`config.mk`:
```
export PLATFORM = sky130hd
export DESIGN_NAME = i2c_master_byte_engine_top
export DESIGN_NICKNAME = d
export VERILOG_FILES = /design/src/sv/imbe_pkg.sv /design/src/sv/i2c_master_byte_engine_top.sv
export SDC_FILE = /design/constraint.sdc
export NUM_CORES = 1
export LEC_CHECK = 0
export BUFFER_PORTS_ARGS = -buffer_cell sky130_fd_sc_hd__buf_2
export CAP_MARGIN = 20
export CORE_MARGIN = 5
export CORE_UTILIZATION = 55
export DETAILED_ROUTE_END_ITERATION = 10
export GPL_TIMING_DRIVEN = 0
export HOLD_SLACK_MARGIN = 0.03
export PLACE_DENSITY = 0.75
export SLEW_MARGIN = 0
export SYNTH_ARGS = -nofsm -noshare
export SYNTH_HDL_FRONTEND = slang
export SYNTH_SLANG_ARGS = --single-unit
```
`constraint.sdc`:
```
create_clock -name clk -period 4.5 [get_ports clk]
set_clock_uncertainty 0.2 [all_clocks]
set_input_delay 0.225 -clock clk [delete_from_list [all_inputs] [get_ports clk]]
set_output_delay 0.225 -clock clk [all_outputs]
set_load 0.005 [all_outputs]
```
`src/sv/imbe_pkg.sv`:
```
package imbe_pkg;

    // Field and register widths
    localparam int DATA_W  = 8;
    localparam int HALF_W  = 16;
    localparam int REC_W   = 4;
    localparam int CMD_W   = 2;
    localparam int CFG_IDX_W = 1;

    // Command codes
    localparam logic [CMD_W-1:0] CMD_TICK    = 2'd0;
    localparam logic [CMD_W-1:0] CMD_WRITE   = 2'd1;
    localparam logic [CMD_W-1:0] CMD_READ    = 2'd2;
    localparam logic [CMD_W-1:0] CMD_RECOVER = 2'd3;

    // Configuration register indexes
    localparam logic [CFG_IDX_W-1:0] CFG_HALF_PERIOD = 1'd0;
    localparam logic [CFG_IDX_W-1:0] CFG_RECOVER_CNT = 1'd1;

    // Register reset values
    localparam logic [HALF_W-1:0] HALF_PERIOD_RESET = 16'd100;
    localparam logic [REC_W-1:0]  RECOVER_CNT_RESET = 4'd9;

endpackage

```
`src/sv/i2c_master_byte_engine_top.sv`:
```
// The result for a tick request is registered and shown in the cycle after acceptance.
// Throughput: one tick request per clock cycle while no result is stalled; the state machine takes
// one micro-step per tick, so a byte command spans many requests, paced by the delay and stretch steps.
// Reset (rst_n low, asynchronous): engine idle, SCL and SDA released, read data and NACK
// flag cleared, half period 100 ticks, recovery count 9, no result pending.
module i2c_master_byte_engine_top
(
    input  logic                                clk,
    input  logic                                rst_n,
    // request channel
    input  logic                                in_valid,
    output logic                                in_stall,
    input  logic [imbe_pkg::CMD_W-1:0]          cmd,
    input  logic [imbe_pkg::DATA_W-1:0]         write_data,
    input  logic                                want_start,
    input  logic                                want_stop,
    input  logic                                send_nack,
    input  logic                                sda_in,
    input  logic                                scl_in,
    // result channel
    output logic                                out_valid,
    input  logic                                out_stall,
    output logic                                scl_out,
    output logic                                sda_out,
    output logic                                busy_res,
    output logic                                done_res,
    output logic [imbe_pkg::DATA_W-1:0]         read_data,
    output logic                                got_nack,
    // configuration
    input  logic                                cfg_we,
    input  logic [imbe_pkg::CFG_IDX_W-1:0]      cfg_index,
    input  logic [imbe_pkg::HALF_W-1:0]         cfg_data
);

    localparam int PH_W = 5;
    localparam int CNT_W = 4;
    localparam logic [CNT_W-1:0] BITS_PER_BYTE = 4'd8;

    localparam logic [PH_W-1:0] PH_IDLE     = 5'd0;
    localparam logic [PH_W-1:0] PH_RS_SDA_H = 5'd1;
    localparam logic [PH_W-1:0] PH_RS_D1    = 5'd2;
    localparam logic [PH_W-1:0] PH_RS_SCL_H = 5'd3;
    localparam logic [PH_W-1:0] PH_RS_STR   = 5'd4;
    localparam logic [PH_W-1:0] PH_RS_D2    = 5'd5;
    localparam logic [PH_W-1:0] PH_ST_SDA_L = 5'd6;
    localparam logic [PH_W-1:0] PH_ST_D     = 5'd7;
    localparam logic [PH_W-1:0] PH_ST_SCL_L = 5'd8;
    localparam logic [PH_W-1:0] PH_WB_SDA   = 5'd9;
    localparam logic [PH_W-1:0] PH_WB_D1    = 5'd10;
    localparam logic [PH_W-1:0] PH_WB_SCL_H = 5'd11;
    localparam logic [PH_W-1:0] PH_WB_D2    = 5'd12;
    localparam logic [PH_W-1:0] PH_WB_STR   = 5'd13;
    localparam logic [PH_W-1:0] PH_WB_SCL_L = 5'd14;
    localparam logic [PH_W-1:0] PH_RB_SDA_H = 5'd15;
    localparam logic [PH_W-1:0] PH_RB_D1    = 5'd16;
    localparam logic [PH_W-1:0] PH_RB_SCL_H = 5'd17;
    localparam logic [PH_W-1:0] PH_RB_STR   = 5'd18;
    localparam logic [PH_W-1:0] PH_RB_D2    = 5'd19;
    localparam logic [PH_W-1:0] PH_RB_SMP   = 5'd20;
    localparam logic [PH_W-1:0] PH_SP_SDA_L = 5'd21;
    localparam logic [PH_W-1:0] PH_SP_D1    = 5'd22;
    localparam logic [PH_W-1:0] PH_SP_SCL_H = 5'd23;
    localparam logic [PH_W-1:0] PH_SP_STR   = 5'd24;
    localparam logic [PH_W-1:0] PH_SP_D2    = 5'd25;
    localparam logic [PH_W-1:0] PH_SP_SDA_H = 5'd26;
    localparam logic [PH_W-1:0] PH_SP_D3    = 5'd27;
    localparam logic [PH_W-1:0] PH_RC_SCL_L = 5'd28;
    localparam logic [PH_W-1:0] PH_RC_D     = 5'd29;

    // configuration registers
    logic [imbe_pkg::HALF_W-1:0]  half_reg;
    logic [imbe_pkg::REC_W-1:0]   rec_reg;

    // engine state
    logic [PH_W-1:0]               phase_reg, phase_next;
    logic                          started_reg, started_next;
    logic [CNT_W-1:0]              bit_cnt_reg, bit_cnt_next;
    logic [imbe_pkg::DATA_W-1:0]   shift_reg, shift_next;
    logic [imbe_pkg::HALF_W-1:0]   wait_reg, wait_next;
    logic [imbe_pkg::REC_W-1:0]    high_run_reg, high_run_next;
    logic                          fl_stop_reg, fl_stop_next;
    logic                          fl_nack_reg, fl_nack_next;
    logic                          fl_rec_reg, fl_rec_next;
    logic                          scl_reg, scl_next;
    logic                          sda_reg, sda_next;
    logic                          nack_reg, nack_next;
    logic [imbe_pkg::DATA_W-1:0]   rd_byte_reg, rd_byte_next;
    logic                          done_reg, done_next;
    logic                          out_valid_reg;

    logic                          accept;
    logic [imbe_pkg::HALF_W-1:0]   half_eff;
    logic [imbe_pkg::REC_W-1:0]    rec_eff;
    logic [imbe_pkg::HALF_W:0]     wait_inc;
    logic                          wait_done;
    logic [imbe_pkg::REC_W:0]      run_inc;
    logic                          run_done;
    logic [PH_W-1:0]               wait_target;
    logic                          in_wait;

    // handshake: the state registers double as the result register
    assign in_stall = out_valid_reg & out_stall;
    assign accept   = in_valid & ~in_stall;

    // delay and recovery counters; zero settings count as one
    assign half_eff  = (half_reg == '0) ? {{(imbe_pkg::HALF_W-1){1'b0}}, 1'b1} : half_reg;
    assign rec_eff   = (rec_reg == '0) ? {{(imbe_pkg::REC_W-1){1'b0}}, 1'b1} : rec_reg;
    assign wait_inc  = {1'b0, wait_reg} + {{imbe_pkg::HALF_W{1'b0}}, 1'b1};
    assign wait_done = wait_inc >= {1'b0, half_eff};
    assign run_inc   = {1'b0, high_run_reg} + {{imbe_pkg::REC_W{1'b0}}, 1'b1};
    assign run_done  = run_inc >= {1'b0, rec_eff};

    // next state for one tick
    always_comb
    begin
        phase_next    = phase_reg;
        started_next  = started_reg;
        bit_cnt_next  = bit_cnt_reg;
        shift_next    = shift_reg;
        wait_next     = wait_reg;
        high_run_next = high_run_reg;
        fl_stop_next  = fl_stop_reg;
        fl_nack_next  = fl_nack_reg;
        fl_rec_next   = fl_rec_reg;
        scl_next      = scl_reg;
        sda_next      = sda_reg;
        nack_next     = nack_reg;
        rd_byte_next  = rd_byte_reg;
        done_next     = 1'b0;
        in_wait       = 1'b0;
        wait_target   = PH_IDLE;

        unique case (phase_reg)
            PH_IDLE:
            begin
                wait_next    = '0;
                bit_cnt_next = '0;
                unique case (cmd)
                    imbe_pkg::CMD_WRITE:
                    begin
                        shift_next   = write_data;
                        fl_stop_next = want_stop;
                        fl_nack_next = 1'b0;
                        fl_rec_next  = 1'b0;
                        if (want_start)
                        begin
                            phase_next = started_reg ? PH_RS_SDA_H : PH_ST_SDA_L;
                        end
                        else
                        begin
                            phase_next = PH_WB_SDA;
                        end
                    end
                    imbe_pkg::CMD_READ:
                    begin
                        shift_next   = '0;
                        fl_stop_next = want_stop;
                        fl_nack_next = send_nack;
                        fl_rec_next  = 1'b0;
                        phase_next   = PH_RB_SDA_H;
                    end
                    imbe_pkg::CMD_RECOVER:
                    begin
                        fl_stop_next  = 1'b0;
                        fl_nack_next  = 1'b0;
                        fl_rec_next   = 1'b1;
                        high_run_next = '0;
                        phase_next    = PH_RC_SCL_L;
                    end
                    default:
                    begin
                        phase_next = PH_IDLE;
                    end
                endcase
            end
            // repeated START
            PH_RS_SDA_H: begin sda_next = 1'b1; phase_next = PH_RS_D1; end
            PH_RS_D1:    begin in_wait = 1'b1; wait_target = PH_RS_SCL_H; end
            PH_RS_SCL_H: begin scl_next = 1'b1; phase_next = PH_RS_STR; end
            PH_RS_STR:   begin if (scl_in) phase_next = PH_RS_D2; end
            PH_RS_D2:    begin in_wait = 1'b1; wait_target = PH_ST_SDA_L; end
            // START
            PH_ST_SDA_L: begin sda_next = 1'b0; phase_next = PH_ST_D; end
            PH_ST_D:     begin in_wait = 1'b1; wait_target = PH_ST_SCL_L; end
            PH_ST_SCL_L:
            begin
                scl_next     = 1'b0;
                started_next = 1'b1;
                phase_next   = PH_WB_SDA;
            end
            // drive one bit: data MSB first, or the read acknowledge
            PH_WB_SDA:
            begin
                sda_next   = (bit_cnt_reg < BITS_PER_BYTE) ? shift_reg[imbe_pkg::DATA_W-1]
                                                           : fl_nack_reg;
                phase_next = PH_WB_D1;
            end
            PH_WB_D1:    begin in_wait = 1'b1; wait_target = PH_WB_SCL_H; end
            PH_WB_SCL_H: begin scl_next = 1'b1; phase_next = PH_WB_D2; end
            PH_WB_D2:    begin in_wait = 1'b1; wait_target = PH_WB_STR; end
            PH_WB_STR:   begin if (scl_in) phase_next = PH_WB_SCL_L; end
            PH_WB_SCL_L:
            begin
                scl_next = 1'b0;
                if (bit_cnt_reg < BITS_PER_BYTE)
                begin
                    shift_next   = {shift_reg[imbe_pkg::DATA_W-2:0], 1'b0};
                    bit_cnt_next = bit_cnt_reg + 4'd1;
                    phase_next   = (bit_cnt_next == BITS_PER_BYTE) ? PH_RB_SDA_H : PH_WB_SDA;
                end
                else if (fl_stop_reg)
                begin
                    phase_next = PH_SP_SDA_L;
                end
                else
                begin
                    phase_next = PH_IDLE;
                    done_next  = 1'b1;
                end
            end
            // sample one bit: data, write acknowledge, or recovery probe
            PH_RB_SDA_H: begin sda_next = 1'b1; phase_next = PH_RB_D1; end
            PH_RB_D1:    begin in_wait = 1'b1; wait_target = PH_RB_SCL_H; end
            PH_RB_SCL_H: begin scl_next = 1'b1; phase_next = PH_RB_STR; end
            PH_RB_STR:   begin if (scl_in) phase_next = PH_RB_D2; end
            PH_RB_D2:    begin in_wait = 1'b1; wait_target = PH_RB_SMP; end
            PH_RB_SMP:
            begin
                scl_next = 1'b0;
                if (fl_rec_reg)
                begin
                    if (sda_in && run_done)
                    begin
                        high_run_next = '0;
                        phase_next    = PH_SP_SDA_L;
                    end
                    else
                    begin
                        high_run_next = sda_in ? run_inc[imbe_pkg::REC_W-1:0] : '0;
                        phase_next    = PH_RB_SDA_H;
                    end
                end
                else if (bit_cnt_reg < BITS_PER_BYTE)
                begin
                    shift_next   = {shift_reg[imbe_pkg::DATA_W-2:0], sda_in};
                    bit_cnt_next = bit_cnt_reg + 4'd1;
                    if (bit_cnt_next == BITS_PER_BYTE)
                    begin
                        rd_byte_next = shift_next;
                        phase_next   = PH_WB_SDA;
                    end
                    else
                    begin
                        phase_next = PH_RB_SDA_H;
                    end
                end
                else
                begin
                    nack_next = sda_in;
                    if (fl_stop_reg)
                    begin
                        phase_next = PH_SP_SDA_L;
                    end
                    else
                    begin
                        phase_next = PH_IDLE;
                        done_next  = 1'b1;
                    end
                end
            end
            // STOP
            PH_SP_SDA_L: begin sda_next = 1'b0; phase_next = PH_SP_D1; end
            PH_SP_D1:    begin in_wait = 1'b1; wait_target = PH_SP_SCL_H; end
            PH_SP_SCL_H: begin scl_next = 1'b1; phase_next = PH_SP_STR; end
            PH_SP_STR:   begin if (scl_in) phase_next = PH_SP_D2; end
            PH_SP_D2:    begin in_wait = 1'b1; wait_target = PH_SP_SDA_H; end
            PH_SP_SDA_H: begin sda_next = 1'b1; phase_next = PH_SP_D3; end
            PH_SP_D3:
            begin
                in_wait     = 1'b1;
                wait_target = PH_IDLE;
                if (wait_done)
                begin
                    started_next = 1'b0;
                    done_next    = 1'b1;
                end
            end
            // recovery entry: hold SCL low for one delay
            PH_RC_SCL_L: begin scl_next = 1'b0; phase_next = PH_RC_D; end
            PH_RC_D:     begin in_wait = 1'b1; wait_target = PH_RB_SDA_H; end
            default:
            begin
                phase_next = PH_IDLE;
            end
        endcase

        // shared delay step
        if (in_wait)
        begin
            if (wait_done)
            begin
                wait_next  = '0;
                phase_next = wait_target;
            end
            else
            begin
                wait_next = wait_inc[imbe_pkg::HALF_W-1:0];
            end
        end
    end

    // configuration registers
    always_ff @(posedge clk or negedge rst_n)
    begin
        if (!rst_n)
        begin
            half_reg <= imbe_pkg::HALF_PERIOD_RESET;
            rec_reg  <= imbe_pkg::RECOVER_CNT_RESET;
        end
        else if (cfg_we)
        begin
            unique case (cfg_index)
                imbe_pkg::CFG_HALF_PERIOD: half_reg <= cfg_data;
                imbe_pkg::CFG_RECOVER_CNT: rec_reg  <= cfg_data[imbe_pkg::REC_W-1:0];
                default: ;
            endcase
        end
    end

    // engine state, updated once per accepted tick
    always_ff @(posedge clk or negedge rst_n)
    begin
        if (!rst_n)
        begin
            phase_reg    <= PH_IDLE;
            started_reg  <= 1'b0;
            bit_cnt_reg  <= '0;
            shift_reg    <= '0;
            wait_reg     <= '0;
            high_run_reg <= '0;
            fl_stop_reg  <= 1'b0;
            fl_nack_reg  <= 1'b0;
            fl_rec_reg   <= 1'b0;
            scl_reg      <= 1'b1;
            sda_reg      <= 1'b1;
            nack_reg     <= 1'b0;
            rd_byte_reg  <= '0;
            done_reg     <= 1'b0;
        end
        else if (accept)
        begin
            phase_reg    <= phase_next;
            started_reg  <= started_next;
            bit_cnt_reg  <= bit_cnt_next;
            shift_reg    <= shift_next;
            wait_reg     <= wait_next;
            high_run_reg <= high_run_next;
            fl_stop_reg  <= fl_stop_next;
            fl_nack_reg  <= fl_nack_next;
            fl_rec_reg   <= fl_rec_next;
            scl_reg      <= scl_next;
            sda_reg      <= sda_next;
            nack_reg     <= nack_next;
            rd_byte_reg  <= rd_byte_next;
            done_reg     <= done_next;
        end
    end

    // result valid: set by a request, cleared once taken
    always_ff @(posedge clk or negedge rst_n)
    begin
        if (!rst_n)
        begin
            out_valid_reg <= 1'b0;
        end
        else if (accept)
        begin
            out_valid_reg <= 1'b1;
        end
        else if (!out_stall)
        begin
            out_valid_reg <= 1'b0;
        end
    end

    assign out_valid = out_valid_reg;
    assign scl_out   = scl_reg;
    assign sda_out   = sda_reg;
    assign busy_res  = (phase_reg != PH_IDLE);
    assign done_res  = done_reg;
    assign read_data = rd_byte_reg;
    assign got_nack  = nack_reg;

endmodule

```
Yosys cells after proc, flatten, opt, wreduce, memory -nomap -nowiden
Cells that the tools add are included.
{ "word_totals": {"regBits": 74, "in_bits": 37, "output_inout_bits": 15, "wordCells": 155} }
{ "op_classes": {"n_addsub": 3, "n_lt_le_gt_ge": 3, "n_eq_ne": 41, "muxes": 52, "bitwise_logic": 6, "reduce_logical": 33} }
{ "ops": {"columns": ["operator", "count"], "rows": [
  ["5-bit case mux with 20 select lines", 1],
  ["5-bit == test (second input constant)", 14],
  ["16-bit two-way mux", 4],
  ["5-bit two-way mux", 11],
  ["5-bit case mux with 10 select lines", 1],
  ["5-bit by 4-bit == test with 1-bit output (second input constant)", 8],
  ["4-bit two-way mux", 8],
  ["8-bit two-way mux", 3],
  ["8-bit case mux with 3 select lines", 1],
  ["5-bit by 3-bit == test with 1-bit output (second input constant)", 4],
  ["16-bit by 1-bit adder with 17-bit output (second input constant)", 1],
  ["17-bit by 16-bit greater-or-equal comparator with 1-bit output", 1],
  ["16-bit logical NOT", 1],
  ["8-bit case mux with 2 select lines", 1],
  ["5-bit case mux with 3 select lines", 1],
  ["2-bit inequality test (second input constant)", 6],
  ["4-bit case mux with 3 select lines", 1],
  ["3-bit AND reduction", 4],
  ["2-bit nonzero test", 6],
  ["11-bit OR reduction", 1],
  ["5-bit by 2-bit == test with 1-bit output (second input constant)", 2],
  ["1-bit case mux with 2 select lines", 5],
  ["2-bit AND reduction", 5],
  ["1-bit two-way mux", 9],
  ["26 further kinds", 39]
]} }

Depth between registers and ports, before layout
Gate-level depths: netlist of run 1.
{ "logic_depth": {"depth_word": 9, "mapped_depth": 13} }

Worst setup path before layout of run 1
No wires, ideal clock.
{ "synth_path": {"path_kind": "register to register", "start": "register wait_reg[6] (netlist bit)", "end": "register wait_reg[6] (netlist bit)", "arrival_ps": 3006, "required_ps": 4196, "setup_slack_ps": 1190, "path_stages_with_launch": 13, "path_buffers": 1, "period_less_slack_ps": 3310, "path_cell_list": "dfrtp_1 clkbuf_1 nand3_1 or3_1 nor2_1 xor2_1 ha_1 a21oi_1 a21oi_1 o31ai_1 o2111ai_2 or4_1 o311ai_1"} }
{ "synth_between": {"elab_chain_len": 4} }
{ "synth_lines": {"columns": ["item", "line", "text"], "rows": [
  ["start, declared", "i2c_master_byte_engine_top.sv:79", "logic [imbe_pkg::HALF_W-1:0] wait_reg, wait_next;"],
  ["start signal, assigned", "i2c_master_byte_engine_top.sv:356", "wait_reg <= wait_next;"],
  ["16-bit by 1-bit adder with 17-bit output (*)", "i2c_master_byte_engine_top.sv:108", "assign wait_inc = {1'b0, wait_reg} + {{imbe_pkg::HALF_W{1'b0}}, 1'b1};"],
  ["17-bit by 16-bit greater-or-equal comparator with 1-bit output", "i2c_master_byte_engine_top.sv:109", "assign wait_done = wait_inc >= {1'b0, half_eff};"],
  ["16-bit two-way mux (*)", "i2c_master_byte_engine_top.sv:300", "if (wait_done)"],
  ["16-bit two-way mux (*)", "i2c_master_byte_engine_top.sv:298", "if (in_wait)"]
]} }
Mark *: on every way between the ends. The rest lies on a longest branch, timed or not.
A chain may end at the register's enable or synchronous reset.

Worst setup path after layout of run 1
{ "layout_path": {"start": "register wait_reg[6] (netlist bit)", "end": "register wait_reg[9] (netlist bit)"} }
Same word-level chain as after synthesis.

==> flow_summary_export.csv, run 1 <==
group,metric,value,unit
final_layout,fin_util,0.6567,
cts,cts.clk_slew.worst_paths,0.09,ns
final_layout,n_antenna_cell,0,
min_path,timing.hold.worst.class,"in -> async",
sta,fin_tns_setup,0,ns
cts,insertion_delay,0.36,ns
pwr,ir_worst_vdd,0.4069,mV
pwr,p_int,0.001539,W
setup_path,critPathLaunchType,"flop",
sta,rsz0062_at_grt,"no",
global_routing,grt_pass1_wl,22230,um
setup_path,required,4.56,ns
cts,cts_root_buffer,"clkbuf_8",
floorplanning,start_util,0.5607,
cts,cts_tree,"done",
setup_path,worstSetupStartpoint,"wait_reg[6]",
global_routing,grt-busiest-layer,"met2",
synth,synth.top_cells.by_count,"nand2_1, dfrtp_1, o21ai_0, a21oi_1, inv_1",
place,dp_cells,712,
global_routing,use_met1,0.3383,
synth,synth_enable_flop_cells,0,
global_routing,grt_pass1_vias,4520,
status,outcome,"finished, final reports clean",
synth,synth_fp_nets,613,
floorplanning,dieHeight,104.1,um
pwr,p_seq_frac,0.333,
floorplanning,die_w,104.1,um
final_layout,fillers,730,
place,io_buffer_count,51,
drt,firstDrtPassIters,5,
pwr,p_sw,0.001199,W
place,preCtsSetupSlack,0.7562,ns
job,max-cap-violations,0,
synth,synth_ff_type,"dfrtp_1",
synth,synth_simple_gate_area_frac,0.2031,
synth,synth_top_area_cell,"dfrtp_1",
pwr,clkPwrFrac,0.197,
drt,route.vias.total,4530,
global_routing,use_met3,0.06021,
synth,synthTopCellsByArea,"dfrtp_1, ha_1, nand2_1",
drt,wire_per_inst,17.43,um
floorplanning,io-pin-count,52,
place,placed_area,5286,um2
place,place_congestion,0.9855,
setup_path,endpoint_kind,"flop",
synth,synth-compound-area-share,0.2253,
floorplanning,coreArea,8678,um2
final_layout,layout-drive-gt1-share,0.1869,
cts,cts_sinks,74,
drt,drc,0,
drt,via_per_inst,6.040,
sta,worst_pin_slew,0.7503,ns
global_routing,antenna_found_initial,0,
pwr,p_per_area,480.4,nW/um2
global_routing,grt_usage,0.2459,
sta,period_share,0.8536,
cts,h-tree-depth,3,
cts,post_cts_buffers,0,
place,dpl.hpwl,9579,um
synth,yosysMostFrequentCell,"nand2_1",
synth,synth-seq-cells,74,
global_routing,met2_usage,0.3862,
cts,clk_path_buf_depth,2,
final_layout,stdcell_count,750,
cts,numCtsBuffers,9,
synth,synthArstFlopShare,1.000,
setup_path,r2r_slack,0.66,ns
synth,ys_seq_area_frac,0.3824,
synth,synth_top_family_by_area,"compound AO/OA/AOI/OAI gates",
setup_path,r2r_start,"wait_reg[6]",
global_routing,overflow,0,
setup_path,criticalPathCategory,"reg -> reg",
sta,clock.fmax,260.3,MHz
synth,avgSynthCellArea,8.815,um2
synth,synth-xor-area-share,0.03574,
synth,syn_inst,552,
setup_path,r2r-end,"wait_reg[9]",
drt,wl,13070,um
setup_path,critical_path.max_fanout,7,
synth,post-synth-top-area-fraction,0.3446,
sta,setup_viol,0,
final_layout,final_nets,698,
floorplanning,fp.dieArea,10830,um2
sta,worst_slack,0.6590,ns
drt,final_antenna_net_count,0,
sta,period_needed,3.841,ns
pwr,comb_power_share,0.470,
floorplanning,rows,34,
sta,maxSlewHeadroom,0.4998,
synth,synth_cell_type_count,69,
final_layout,final_area,5699,um2
final_layout,syn2layout_area_growth,17.13,%
sta,drv_slew,0,
synth,ys_warn_count,0,
pwr,swShare,0.4378,
synth,synthMuxAreaShare,0.03883,
setup_path,reg2reg_depth,12,
pwr,leakagePower,2.573,nW
synth,synth_area,4866,um2
global_routing,grt_max_degree,66,
drt,drtIter0Drc,315,
sta,hold_viol_final,0,
synth,synthAdderAreaFrac,0.06171,
setup_path,cp_data_arrival_time,3.90,ns
==> what timing repair did <==
action                                  4_1_cts  5_1_grt
resized for setup                             0        0
endpoints found under the hold margin        93        0
endpoints found under the setup margin        0        0
hold buffers                                 22        0
==> cell usage in the layout, fill, tap and decap left out, types with 7 or more instances in the layout <==
cell type      instances
nor2_1                18
nand2_1               71
clkbuf_8               9
nand2b_1              11
o21ai_1               13
inv_1                 31
a22o_1                17
nand4_1                7
clkbuf_1              18
buf_2                 55
ha_1                  24
dfrtp_1               67
and3_1                10
o21ai_0               43
dlygate4sd3_1         22
dfstp_2                7
mux2_2                15
a21oi_1               36
nor2b_1               14
xnor2_1               12
nand3_1               21
==> cell families after synthesis <==
family / Yosys count
AOI/OAI and AO/OA: 165
xor gates and xnor gates: 19
adders and majority gates: 24
buffers and inverters: 63
DFF: 74
muxes: 17
and+or+nand+nor: 190
==> routing by layer <==
layer / vias up / part of all wire
met4: 0 / 0.014
met2: 185 / 0.47
met3: 16 / 0.071
met1: 2148 / 0.45
li1: 2181 / -
met5: - / 0
==> per-stage QoR <==
step / hold slack [ns] / power (W)
floorplan: -0.2706 / 0.001806
global placement: 0.2272 / 0.002141
detailed placement: -0.1131 / 0.002156
CTS: 0.03326 / 0.002714
global route: 0.04797 / 0.002927
finish: 0.04360 / 0.002738
==> final cells by class <==
| cell class | count | area, um2 | area share |
|---|---|---|---|
| Sequential cell | 74 | 1861 | 0.3265 |
| Inverter | 33 | 123.9 | 0.02173 |
| Tap cell | 108 | 135.1 | 0.02371 |
| Clock buffer | 10 | 127.6 | 0.02239 |
| Multi-Input combinational cell | 415 | 2748 | 0.4821 |
| Clock inverter | 6 | 65.06 | 0.01142 |
| Buffer | 30 | 133.9 | 0.02349 |
| Timing Repair Buffer | 74 | 505.5 | 0.08869 |
==> worst max path at each step <==
stage / to / slack (ns) / depth (start not counted)
finish: wait_reg[9] / 0.66 / 12
global route: wait_reg[6] / 0.39 / 12
CTS: wait_reg[9] / 0.70 / 12
detailed placement: wait_reg[9] / 0.76 / 12
global placement: wait_reg[9] / 0.83 / 12
floorplan: wait_reg[6] / 1.19 / 12
==> worst max-delay path, stage by stage, from the launching register on <==
cell	delay (ns)
dfrtp_1	0.33
clkbuf_1	0.26
nand3_1	0.19
or3_1	0.43
nor2_1	0.16
xor2_1	0.22
ha_1	0.30
a21oi_1	0.16
a21oi_1	0.08
o31ai_1	0.39
o2111ai_2	0.33
or4_1	0.59
o311ai_1	0.11
==> power groups by stage <==
stage | Clock (W) | Combinational [W] | Sequential (W)
after global routing | 0.000579 | 0.00142 | 0.000933
final | 0.000540 | 0.00129 | 0.000912
after detailed placement | 0 | 0.00123 | 0.000921
after CTS | 0.000548 | 0.00126 | 0.000910
after floorplan | 0 | 0.000918 | 0.000889
after global placement | 0 | 0.00122 | 0.000918
(Power assumes the default switching activity.)
==> run 2, diff against run 1 <==
--- a/config.mk
+++ b/config.mk
@@ -13,6 +13,7 @@
 export GPL_TIMING_DRIVEN = 0
 export HOLD_SLACK_MARGIN = 0.03
 export PLACE_DENSITY = 0.75
+export RECOVER_POWER = 25
 export SLEW_MARGIN = 0
 export SYNTH_ARGS = -nofsm -noshare
 export SYNTH_HDL_FRONTEND = slang
==> run 2 against run 1 <==
Net effect:
- the flow now finishes with violations (capacitance limit, slew limit)
- total power shrank 0.24%
- die area unchanged
- sequential share of layout area is 0.16 points higher
- core utilization shrank 0.32 points
- cell area decreased by 0.48%
- global-route usage unchanged
- non-clock buffer count is the same
- maximum frequency is essentially flat
- count of clock-buffer cells in the layout stayed put
- register-to-register slack about the same
==> flow_summary_export.csv, run 2 (synthesis gave the netlist of run 1 again) <==
group,metric,value,unit
status,outcome,"finished, violations left",
status,violations,"capacitance limit, slew limit",
setup_path,crit_slowest_cell,"or4_1",
sta,maxSlewHeadroom,-0.06298,
pwr,p_sw,0.001195,W
setup_path,crit_path_max_incr_delay,0.59,ns
cts,insertion_delay,0.37,ns
floorplanning,coreArea,8678,um2
final_layout,mostFrequentLayoutCells,"nand2_1, dfrtp_1, buf_2, o21ai_0, a21oi_1",
place,preCtsSetupSlack,0.7562,ns
floorplanning,fp.dieArea,10830,um2
sta,rsz0062_at_grt,"no",
setup_path,cpMostUsedCell,"a21oi_1",
global_routing,met2_usage,0.3862,
global_routing,grt_pass1_wl,22230,um
pwr,comb_power_share,0.468,
cts,cts_tree,"done",
setup_path,cp_data_arrival_time,3.90,ns
floorplanning,dieHeight,104.1,um
pwr,p_per_area,481.6,nW/um2
pwr,leakagePower,2.558,nW
sta,fin_tns_setup,0,ns
setup_path,critPathLaunchType,"flop",
sta,setup_viol,0,
setup_path,path_cells,"clkbuf_1 > nand3_1 > or3_1 > nor2_1 > xor2_1 > ha_1 > a21oi_1 > a21oi_1 > o31ai_1 > o2111ai_2 > or4_1 > o311ai_1",
sta,period_needed,3.841,ns
pwr,ir_worst_vdd,0.4053,mV
cts,numCtsBuffers,9,
pwr,swShare,0.4375,
place,place_congestion,0.9855,
cts,cts-resized-gates,0,
pwr,clkPwrFrac,0.198,
floorplanning,die_w,104.1,um
place,dpl.hpwl,9579,um
min_path,timing.hold.worst.class,"in -> reg",
final_layout,final_nets,698,
cts,clk_path_buf_depth,2,
setup_path,criticalPathCategory,"reg -> reg",
global_routing,grt_pass1_vias,4520,
drt,wire_per_inst,17.37,um
setup_path,crit_buf_inv,1,
floorplanning,start_util,0.5607,
job,max-cap-violations,1,
drt,route.vias.total,4518,
cts,ctsHoldBuffers,22,
cts,cts_root_buffer,"clkbuf_8",
setup_path,critical_path.max_fanout,7,
sta,worst_pin_slew,1.594,ns
drt,drtIter0Drc,360,
sta,worst_slack,0.6589,ns
setup_path,endpoint_kind,"flop",
global_routing,use_met1,0.3383,
global_routing,overflow,0,
sta,drv_slew,66,
pwr,p_int,0.001536,W
global_routing,grt-busiest-layer,"met2",
place,io_buffer_count,51,
drt,wl,13030,um
final_layout,seq_area,1861,um2
drt,final_antenna_net_count,0,
final_layout,multiInputGateArea,2748,um2
setup_path,required,4.56,ns
floorplanning,rows,34,
setup_path,cp_top_family,"simple AND/OR/NAND/NOR gates",
cts,h-tree-depth,3,
sta,whs,0.04700,ns
sta,period_share,0.8536,
sta,clock.fmax,260.3,MHz
drt,drc,0,
sta,hold_viol_final,0,
final_layout,n_antenna_cell,0,
final_layout,syn2layout_area_growth,16.56,%
drt,via_per_inst,6.024,
final_layout,fillers,735,
pwr,p_seq_frac,0.334,
global_routing,use_met3,0.06021,
drt,firstDrtPassIters,5,
cts,cts.clk_slew.worst_paths,0.09,ns
final_layout,mostFrequentLayoutCell,"nand2_1",
global_routing,grt_max_degree,66,
cts,cts_sinks,74,
floorplanning,io-pin-count,52,
cts,post_cts_buffers,0,
final_layout,layout-drive-gt1-share,0.1838,
global_routing,antenna_found_initial,0,
global_routing,grt_usage,0.2459,
## run 2: cell types whose count changed in the layout (fill, tap and decap cells not counted), sizes merged
cell    before  now
buf         65   61
clkbuf      27   31
## run 2: per-layer routing
metal / vias to the layer above / routed length, um
li1: 2184 / -
met1: 2133 / 5780
met2: 182 / 6104
met3: 19 / 937
met4: 0 / 206
met5: - / 0
## run 2: area by class of cell
class                   instances  area share
plain buffers                  30     0.02360
clock buffers                  10     0.02250
clock inverters                 6     0.01147
inverters                      33     0.02184
multi-input cells             415      0.4844
flip-flops and latches         74      0.3280
well taps                     108     0.02383
repair buffers                 74     0.08427
## run 2: power groups by stage
stage	clock, W	combinational [W]	sequential (W)
6_report	0.000541	0.00128	0.000912
5_1_grt	0.000579	0.00141	0.000933
4_1_cts	0.000548	0.00126	0.000910
3_5_place_dp	0	0.00123	0.000921
3_3_place_gp	0	0.00122	0.000918
2_1_floorplan	0	0.000918	0.000889
## run 2: per-stage QoR
step | utilization | power [W] | instance area (um2) | cells
after CTS | 0.6567 | 0.002714 | 5699 | 750
after floorplan | - | 0.001806 | 4866 | 552
after global placement | 0.6057 | 0.002141 | 5256 | 711
final | 0.6535 | 0.002731 | 5672 | 750
after global routing | 0.6535 | 0.002924 | 5672 | 750
after detailed placement | 0.6091 | 0.002156 | 5286 | 712
## run 2: worst reg2reg max path, cell delays in order (launching register included)
cell and delay, ns:
dfrtp_1 0.33, clkbuf_1 0.26, nand3_1 0.19, or3_1 0.43
nor2_1 0.16, xor2_1 0.22, ha_1 0.30, a21oi_1 0.16
a21oi_1 0.08, o31ai_1 0.39, o2111ai_2 0.32, or4_1 0.59
o311ai_1 0.11
## run 2: path summary, 6_finish.rpt
check	from	to	slack (ns)	cells after the start
min in group asynchronous	rst_n	phase_reg[2]	0.20	2
min reg2reg	shift_reg[7]	shift_reg[7]	0.30	2
max in group asynchronous	rst_n	shift_reg[7]	1.90	3
max	wait_reg[6]	wait_reg[9]	0.66	12
max reg2reg	wait_reg[6]	wait_reg[9]	0.66	12
min	cmd[0]	fl_rec_reg	0.05	3
